## src/rtl/core/lli_pkg.sv

```systemverilog
package lli_pkg;

   localparam int CoordW = 32;
   localparam int FracW  = 16;
   localparam int DiffW  = CoordW + 1;
   localparam int ProdW  = 2 * DiffW;
   localparam int NdW    = ProdW + 1;
   localparam int ThrW   = 32;
   localparam int PxW    = CoordW + DiffW;
   localparam int MW     = PxW - FracW;
   localparam int SumW   = MW + 1;
   localparam int FrontN = 5;
   localparam int BackN  = 4;
   localparam int StageN = FrontN + CoordW + BackN;

   localparam logic [ThrW-1:0] ThrReset = 32'd4295;
   localparam logic signed [CoordW-1:0] CoordMax = {1'b0, {(CoordW-1){1'b1}}};
   localparam logic signed [CoordW-1:0] CoordMin = {1'b1, {(CoordW-1){1'b0}}};
   localparam logic signed [CoordW-1:0] FixOne   = CoordW'(1) << FracW;

   typedef struct packed {
      logic signed [CoordW-1:0] x1;
      logic signed [CoordW-1:0] y1;
      logic signed [CoordW-1:0] z;
      logic signed [DiffW-1:0]  fx;
      logic signed [DiffW-1:0]  fy;
   } side_type;

   typedef struct packed {
      logic [NdW-1:0]    r;
      logic [CoordW-1:0] low;
      logic [CoordW-1:0] q;
      logic [NdW-1:0]    d;
   } div_type;

   typedef struct packed {
      logic neg;
      logic par;
      logic ovf;
   } ctl_type;

   typedef struct packed {
      logic signed [CoordW-1:0] value;
      logic                     clip;
   } sat_type;

   function automatic sat_type sat_sum(input logic signed [SumW-1:0] v);
      sat_type                  res;
      logic [SumW-CoordW:0]     upper;
      upper = v[SumW-1:CoordW-1];
      if ((&upper) || !(|upper)) begin
         res.value = v[CoordW-1:0];
         res.clip  = 1'b0;
      end else begin
         res.value = v[SumW-1] ? CoordMin : CoordMax;
         res.clip  = 1'b1;
      end
      return res;
   endfunction

endpackage

```

## src/rtl/core/lli_div_cell.sv

```systemverilog
module lli_div_cell
   import lli_pkg::*;
(
   input  logic     clock,
   input  logic     load,
   input  div_type  src_div,
   input  ctl_type  src_ctl,
   input  side_type src_side,
   output div_type  dst_div,
   output ctl_type  dst_ctl,
   output side_type dst_side
);

   logic [NdW:0] trial;
   logic [NdW:0] diff;
   logic         qbit;
   div_type      div_ff, div_in;
   ctl_type      ctl_ff;
   side_type     side_ff;

   // one restoring step: bring in the next numerator bit, subtract when it fits
   always_comb begin
      trial      = {src_div.r, src_div.low[CoordW-1]};
      diff       = trial - {1'b0, src_div.d};
      qbit       = !diff[NdW];
      div_in.r   = qbit ? diff[NdW-1:0] : trial[NdW-1:0];
      div_in.low = src_div.low << 1;
      div_in.q   = {src_div.q[CoordW-2:0], qbit};
      div_in.d   = src_div.d;
   end

   always_ff @(posedge clock) begin
      if (load) begin
         div_ff  <= div_in;
         ctl_ff  <= src_ctl;
         side_ff <= src_side;
      end
   end

   assign dst_div  = div_ff;
   assign dst_ctl  = ctl_ff;
   assign dst_side = side_ff;

endmodule

```

## config.mk

```make
export PLATFORM = sky130hd
export DESIGN_NAME = lli_div_cell
export DESIGN_NICKNAME = d
export VERILOG_FILES = /design/src/rtl/core/lli_pkg.sv /design/src/rtl/core/lli_div_cell.sv
export SDC_FILE = /design/constraint.sdc
export NUM_CORES = 1
export LEC_CHECK = 0
export ABC_AREA = 1
export BUFFER_PORTS_ARGS = -buffer_cell sky130_fd_sc_hd__buf_2
export CAP_MARGIN = 20
export CORE_AREA = 4 4 277 279
export DETAILED_ROUTE_END_ITERATION = 12
export DIE_AREA = 0 0 281 283
export PLACE_DENSITY = 0.57
export SLEW_MARGIN = 20
export SYNTH_ARGS = -nofsm -noshare
export SYNTH_HDL_FRONTEND = slang
export SYNTH_SLANG_ARGS = --single-unit
```

## constraint.sdc

```tcl
create_clock -name clock -period 2.6 [get_ports clock]
set_input_delay 0.39 -clock clock [delete_from_list [all_inputs] [get_ports clock]]
set_output_delay 0.39 -clock clock [all_outputs]
set_load 0.03 [all_outputs]
```

* Yosys cells after proc, flatten, opt, wreduce, memory -nomap -nowiden *
Index checks and enable logic that the tools add are counted.

operators by class
  multiplexer cells = 1
  $add $sub $neg = 1
  reduce and logical (&&, ||, !) cells = 1

operator list
  cell                                            number
  68-bit by 67-bit subtractor with 68-bit output  1
  67-bit two-way mux                              1
  1-bit logical NOT                               1

word-level totals
  output and inout bits = 363
  input port bits = 365
  logic and storage cells = 15
  flip-flop bits (word level) = 362

* Depth between registers and ports, before layout *
Gate-level depths: netlist of the first run.

  depth in word-level cells = 2
  mapped depth = 20
  gate-level depth less buffers = 18

* Least setup slack after synthesis of the first run *
OpenSTA, ideal clock, no wires.

  kind = input port to flip-flop
  from = input port src_div[130] (netlist bit)
  to = register div_ff, in the netlist dst_div[195], data pin
  library setup time = 0.252 ns
  data required time = 2.348 ns
  stages = 18
  data arrival time = 2.088 ns
  setup slack = 0.260 ns
  path buffers = 0
  path through = inv_1 -> ha_1 -> inv_1 -> fa_1 -> nand3_1 -> nand3_1 -> nand2_1 -> nand3b_1 -> nand2_1 -> nand2_1 -> nand2_1 -> nand2_1 -> nand2_1 -> nand2_1 -> nand2_1 -> nand2_1 -> nand2_1 -> nand2_1

RTL lines
  what                  RTL line            source
  from (decl)           lli_div_cell.sv:6   input div_type src_div,
  to (signal assigned)  lli_div_cell.sv:34  div_ff <= div_in;
  to (decl)             lli_div_cell.sv:17  div_type div_ff, div_in;

==> results of run 1 <==
[flip-flops by register name, summed over array words and instances, names as in the netlist]
signal    cells
dst_ctl       3
dst_div     197
dst_side    162
[worst max-delay path, stage by stage]
cell and delay, ps:
sky130_fd_sc_hd__dlygate4sd3_1 520, sky130_fd_sc_hd__buf_2 110, sky130_fd_sc_hd__inv_1 70, sky130_fd_sc_hd__ha_4 150, sky130_fd_sc_hd__inv_1 80, sky130_fd_sc_hd__o21ai_0 140, sky130_fd_sc_hd__o21bai_1 220, sky130_fd_sc_hd__a21oi_2 170
sky130_fd_sc_hd__nand2_2 100, sky130_fd_sc_hd__a21oi_4 210, sky130_fd_sc_hd__nand2_2 110, sky130_fd_sc_hd__nand2_4 150, sky130_fd_sc_hd__nand2_8 110, sky130_fd_sc_hd__clkbuf_16 210, sky130_fd_sc_hd__nand2_1 80, sky130_fd_sc_hd__nand2_1 60
[power breakdown]
group	total [W]	switching, W	internal, W
Clock	0.00626	0.00265	0.00360
Sequential	0.00725	0.000180	0.00707
Combinational	0.00517	0.00330	0.00187
[metrics by stage]
step | setup slack [ps] | TNS, ps
after floorplan | 260.0 | 0
after global placement | -284.1 | -8916
after detailed placement | -285.3 | -10790
after CTS | 18.74 | 0
after global routing | -5.421 | -5.421
final | 64.93 | 0
[synthesized netlist by cell type (2+ instances only)]
cell                       instances
sky130_fd_sc_hd__a21o_1            2
sky130_fd_sc_hd__o21ai_0          25
sky130_fd_sc_hd__nand2_1         707
sky130_fd_sc_hd__nor2_1          122
sky130_fd_sc_hd__nor3_2            2
sky130_fd_sc_hd__buf_2             7
sky130_fd_sc_hd__nor2_2            4
sky130_fd_sc_hd__nand3b_1          7
sky130_fd_sc_hd__xor2_1           39
sky130_fd_sc_hd__nand2_2           7
sky130_fd_sc_hd__a21oi_1          86
sky130_fd_sc_hd__nand2b_1          2
sky130_fd_sc_hd__nand3_1          69
sky130_fd_sc_hd__inv_1           306
sky130_fd_sc_hd__ha_1             67
sky130_fd_sc_hd__nor3_1           14
sky130_fd_sc_hd__nand4_1           2
sky130_fd_sc_hd__buf_6             6
sky130_fd_sc_hd__o21bai_1         20
sky130_fd_sc_hd__a21boi_0          3
sky130_fd_sc_hd__edfxtp_1        362
[layout by cell type (no fill, tap or decap), drive strengths merged, types with 26 or more instances in the layout]
master	count
clkbuf	56
nand2	715
xor2	39
inv	309
buf	1011
a21oi	87
o21ai	26
nand3	70
ha	67
nor2	126
dlygate4sd3	277
edfxtp	362
[how the worst max path moves through the flow]
stage            startpoint                     end  slack, ps
2_1_floorplan  src_div[130]  dst_div[195]$_DFFE_PP_        260
3_3_place_gp   src_div[130]  dst_div[175]$_DFFE_PP_       -280
3_5_place_dp    src_div[30]  dst_div[179]$_DFFE_PP_       -290
4_1_cts         src_div[58]  dst_div[183]$_DFFE_PP_         20
5_1_grt         src_div[64]  dst_div[186]$_DFFE_PP_         -5
6_report        src_div[61]  dst_div[183]$_DFFE_PP_         60
[metal layers]
layer	part of all wire (%)	routed length (um)	vias to the layer above	track usage, %
li1	-	-	8711	-
met2	53	51450	617	44.34
met5	0.083	81	-	0
met1	37	35580	8307	25.25
met3	7.0	6844	184	5.895
met4	3.5	3450	16	5.904
[repair_timing]
item                                   4_1_cts  5_1_grt
hold buffers                               277        0
setup endpoints to repair                    0       68
endpoints found under the hold margin      277        0
resized for setup                            0       42
buffers inserted                             0        0
[cell type report]
cell class / count / area, um2
diodes: 18 / 45.04
clock buffers: 52 / 1152
clock inverters: 28 / 289.0
fillers: 7709 / 44790
inverters: 306 / 1149
multi-input cells: 1187 / 5893
flip-flops and latches: 362 / 10870
well taps: 969 / 1212
repair buffers: 1292 / 8791
[cell families (layout without fill, tap and decap cells)]
group | Yosys count | in the layout
AO/OA/AOI/OAI | 138 | 138
XOR/XNOR | 39 | 39
adder cells (fa/ha/maj) | 68 | 68
buffers and inverters | 321 | 1678
flip-flops | 362 | 362
other | 1 | 19
AND/OR/NAND/NOR | 940 | 941
==> results, run 1 <==
- The count of antenna-violating nets left after detailed routing is 0.
- The first detailed-routing pass ran for 5 iterations.
- The detail-routed via count per cell is 4.232.
- The die is 283 um tall.
- The final critical path takes up 97.50% of the cycle.
- The die area is 79520 um2.
- Synthesis produced a netlist whose cell count is 1869.
- Summed over all layers, the routed wires come to 97410 um.
- The area of the core is 74200 um2.
- In this run the most critical hold path is launched from src_div[0].
- The CTS sink count is 362.
- The floorplan has 100 rows.
- The share of synthesized flip-flops with an asynchronous set or reset is 0%.
- Counting I/O delays and the setup requirement, the final critical path takes 2535 ps.
- The remaining max-slew budget at the tightest pin is 57.93%.
- The routed wirelength normalized by instance count is 23.11 um.
- Of the post-synthesis cell area, the dominant cell type holds 60.98%.
- The post-synthesis area per instance is 9.538 um2.
- After clock tree synthesis, the clock-pin slew on the worst setup and hold paths is 60 ps.
- The number of buffers inserted by port buffering is 725.
- The top flip-flop cell by instance count after synthesis is sky130_fd_sc_hd__edfxtp_1.
- Counting every net in the synthesized netlist gives 2302.
- The routed layout has 17835 vias.
- The worst hold path terminates at dst_div[0]$_DFFE_PP_.
- The number of antenna violations at the first check in global routing is 63.
- Clock tree synthesis selected as its root buffer the cell sky130_fd_sc_hd__clkbuf_16.
- In this run the static leakage power is 14.45 nW.
- STA classifies the critical path endpoint as a flip-flop.
- Counting flops and latches in the post-synthesis netlist gives 362.
- In this run, placement finished with an instance count of 3831.
- The reported max-cap violation count is 0.
- The area fraction in and, or, nand and nor cells after synthesis is 20.88%.
- In this run, CTS created clock tree buffers numbering 44.
- After detailed routing, the number of remaining DRC violations is 0.
- The total count of hold-check failures in the final report is 0.
- The first global-routing pass estimated 130900 um of wire.
- The max-slew violation count is 0.
- The final non-filler cell total is 4214.
- The cell area after technology mapping is 17830 um2.
- The final standard cell utilization of the core is 39.63%.
- The complex-gate fraction of the synthesized area is 4.246%.
- In this run the horizontal extent of the chip is 281 um.
- The data required time of the worst path is 2940 ps.
- The actual transition at the worst max-transition pin is 624.4 ps.
- The placed cell area is 24790 um2.
- Yosys mapped a number of flops with a built-in enable equal to 362.
- The number of H-tree levels is 2.
- The final RePlAce weighted congestion is 0.9448.
- The number of global-route vias before repair is 18279.
- For this design the top-level I/O count stands at 728.
- The signal arrival time at the worst endpoint is 2870 ps.
- The maximum clock frequency is 0.3945 GHz.
- The distinct cell type count after synthesis is 31.
- The critical-path maximum fanout is 6.
- Entering global routing, the biggest net connects 62 pins.
- After synthesis, the largest family of logic cells by area is simple AND/OR/NAND/NOR gates.
- For this run, the number of Yosys warnings is 0.
- In the final layout, the share of cells above drive strength 1 is 35.08%.
- The total power is 0.01867 W.
- Across all hold checks on the routed design, the worst slack comes to 31.58 ps.
- The placed wire-length estimate is 81800 um.
- The xor/xnor share of the synthesized area is 1.916%.
- The post-layout instance area is 29400 um2.
- The clock tree from TritonCTS is done.
- The multiplexer share of the synthesized area is 0%.
- The worst hold path depth is 1.
- The sequential element share of the synthesized area is 60.98%.
- The starting utilization of the core area is 24.03%.
- Counting along the longest clock path gives a buffer depth of 3.
- IR analysis of the VDD net gives a maximum drop of 0.0004167 V.
- Sorting the synthesized cells by area gives the leading types as sky130_fd_sc_hd__edfxtp_1 61%, sky130_fd_sc_hd__nand2_1 15%, sky130_fd_sc_hd__inv_1 6.4%.
- The cell type with the highest aggregate area in the netlist is sky130_fd_sc_hd__edfxtp_1.
- The kind of critical path is in -> reg.
- The class of the worst hold path is in -> reg.
- Dividing total power by cell area gives a power density of 635.1 nW/um2.
- The type of origin of the critical path is an input port.
- Of the total synthesized cell area, the portion taken by full adders, half adders and majority gates is 4.815%.
- In the final design database the tool counted 3626 nets.
- The DRC marker count from the first detailed-route iteration is 925.
- The area added between synthesis and finish is 64.93%.
- The final global-route overflow total is 0.
- The final-report setup violation count is 0.
- The run finished with clean final reports.
- For this run, the total global-route usage over all layers was measured as 23.19%.
No activity file was read; power rests on OpenSTA's default activity.
==> run 2, diff against run 1 <==
--- a/config.mk
+++ b/config.mk
@@ -10,4 +10,5 @@
 export CAP_MARGIN = 20
 export CORE_AREA = 4 4 277 279
+export CTS_CLUSTER_SIZE = 25
 export DETAILED_ROUTE_END_ITERATION = 12
 export DIE_AREA = 0 0 281 283
==> constraint.sdc (replaced) <==
create_clock -name clock -period 2.6 [get_ports clock]
set_input_delay 0.39 -clock clock [delete_from_list [all_inputs] [get_ports clock]]
set_output_delay 0.39 -clock clock [all_outputs]
set_load 0.02 [all_outputs]
==> run 2 against run 1 <==
  * Total power decreased by 2.2%
  * First-iteration DRC count increased by 6.1%
  * Worst setup slack improved by 3.6 ps
  * Critical path depth unchanged
  * Routed wire length about the same
  * Critical endpoint unchanged
==> results, run 2 (same netlist as run 1, synthesis figures left out) <==
- The highest ir drop seen on vdd is 0.0004169 V (was 0.0004167 V).
- The reported leakage power is 14.45 nW (about the same).
- The number of flip-flops under the largest register name is 197 (unchanged).
- The clock tree from TritonCTS is done (unchanged).
- The most common cell after layout, fill and taps aside is sky130_fd_sc_hd__buf_2 (unchanged).
- The share of layout cells above drive strength 1 is 35.08% (unchanged).
- The total wire length came to 97480 um (was 97410 um).
- The cell class contributing the biggest share of worst-path delay is buffers and inverters (unchanged).
- The starting utilization of the core area was 24.03% (unchanged).
- The data required time of the worst path came to 2940 ps (about the same).
- The placed cell area came to 24790 um2 (unchanged).
- The largest net degree at the start of global routing is 62 (unchanged).
- The clock transition at the register clock pins on the worst setup and hold paths after CTS was 60 ps (about the same).
- The remaining max-slew budget at the tightest pin is 57.50% (was 57.93%).
- The number of H-tree levels was 2 (unchanged).
- The placed wire-length estimate is 81800 um (unchanged).
- The signal arrival time at the worst endpoint is 2870 ps (about the same).
- The critical-path maximum fanout is 6 (unchanged).
- The kind of capture point of the worst setup path is a flip-flop (unchanged).
- The total routing usage reported by global routing is 23.19% (about the same).
- The area of combinational cells with multiple inputs was 5893 um2 (unchanged).
- The total iterations of the first detailed-routing run came to 5 (unchanged).
- The area taken by flip-flops and latches is 10870 um2 (unchanged).
- The routed wirelength normalized by instance count is 23.13 um (was 23.11 um).
- The critical hold path startpoint was src_div[0] (unchanged).
- The maximum clock path buffer count came to 3 (unchanged).
- Cells along the critical path: dlygate4sd3_1, buf_2, inv_1, ha_4, inv_1, o21ai_0, o21bai_1, a21oi_2, nand2_2, a21oi_4, nand2_2, nand2_4, nand2_8, clkbuf_16, nand2_1, nand2_1 (unchanged).
- Status: completed (unchanged).
- The maximum clock frequency is 0.3950 GHz (was 0.3945 GHz).
- The overall via count from detail_route came to 17816 (was 17835).
- The count of antenna-violating nets left after detailed routing is 0 (unchanged).
- The delay of the slowest cell on the worst path came to 520 ps (about the same).
- The number of remaining DRC errors is 0 (unchanged).
- Most frequent cells in the layout: 724 x sky130_fd_sc_hd__buf_2, 701 x sky130_fd_sc_hd__nand2_1, 362 x sky130_fd_sc_hd__edfxtp_1 (unchanged).
- The post-layout instance area is 29400 um2 (about the same).
- The final global-route overflow total is 0 (unchanged).
- The detail-routed via count per cell came to 4.228 (was 4.232).
- The kind of critical path is in -> reg (unchanged).
- The max-slew violation count is 0 (unchanged).
- The number of placed I/O pins was 728 (unchanged).
- The final-report setup violation count came to 0 (unchanged).
- The total number of placement rows was 100 (unchanged).
- The total power density per cell area was 621.5 nW/um2 (was 635.1 nW/um2).
- The number of buffers inserted by port buffering is 725 (unchanged).
- The class of the worst hold path is in -> reg (unchanged).
- The final RePlAce weighted congestion was 0.9448 (unchanged).
- The reported max-cap violation count is 0 (unchanged).
- The horizontal extent of the die is 281 um (unchanged).
- The die area came to 79520 um2 (unchanged).
- The actual transition at the worst max-transition pin was 630.9 ps (was 624.4 ps).
- The total clock buffers created by CTS is 44 (unchanged).
- The clock root buffer master is sky130_fd_sc_hd__clkbuf_16 (unchanged).
- The number of nets in the final layout was 3626 (unchanged).
- The part of the cycle the worst path needs is 97.37% (was 97.50%).
- The origin of the worst setup path is src_div[61] (unchanged).
- The master of the slowest instance on the critical path is sky130_fd_sc_hd__dlygate4sd3_1 (unchanged).
- The DRC marker count from the first detailed-route iteration came to 981 (was 925).
- The type of origin of the critical path was an input port (unchanged).
- The chip height is 283 um (unchanged).
- The number of antenna violations at the first check in global routing was 63 (unchanged).
- The cell total after placement is 3831 (unchanged).
- The area added between synthesis and finish is 64.90% (was 64.93%).
- The final non-filler cell total is 4214 (unchanged).
- The area of the core is 74200 um2 (unchanged).
- The minimum clock period came to 2532 ps (was 2535 ps).
- The first-pass GRT wire length is 130900 um (about the same).
- The CTS sink count is 362 (unchanged).
- The combined buffer and inverter count along the critical path is 5 (unchanged).
- The total count of hold-check failures in the final report was 0 (unchanged).
- The final-layout fill cell count came to 7708 (was 7709).
- The number of global-route vias before repair is 18277 (was 18279).
==> run 2: final cells by class <==
| type | count | area share [%] |
|---|---|---|
| antenna | 18 | 0.1532 |
| timing repair buffer | 1292 | 29.89 |
| sequential | 362 | 36.98 |
| clock buffer | 52 | 3.920 |
| multi-input combinational | 1187 | 20.05 |
| inverter | 306 | 3.907 |
| clock inverter | 28 | 0.9832 |
| tap | 969 | 4.124 |
==> run 2: worst paths after layout <==
| check | to | depth (start not counted) | slack [ps] |
|---|---|---|---|
| setup / recovery | dst_div[183]$_DFFE_PP_ | 16 | 70 |
| hold / removal | dst_div[0]$_DFFE_PP_ | 1 | 30 |
==> run 2: repair_timing <==
item	CTS	global route
hold buffers	277	0
gates resized for setup	0	41
buffers inserted	0	0
endpoints found under the setup margin	0	68
hold endpoints to repair	277	0
==> run 2: stage by stage <==
step	TNS [ps]	utilization, %	hold WS [ps]	setup slack, ps	total power (W)
after floorplan	0	-	488.9	260.0	0.009310
after detailed placement	-10790	33.41	568.1	-285.3	0.01161
final	0	39.62	32.30	68.50	0.01827
after global routing	-1.469	39.60	8.955	-1.469	0.01914
after global placement	-8916	33.41	566.6	-284.1	0.01160
after CTS	0	39.09	0.3140	18.96	0.01836
==> run 2: routing by layer <==
layer  track usage (%)  vias to the layer above  part of all wire (%)
li1                  -                     8710                     -
met1             25.24                     8276                    36
met2             44.34                      626                    53
met3             5.895                      188                   7.3
met4             5.904                       16                   3.5
met5                 0                        -                 0.083
==> run 2: power by group <==
group	internal [W]	switching (W)
Combinational	0.00186	0.00290
Sequential	0.00707	0.000179
Clock	0.00360	0.00265
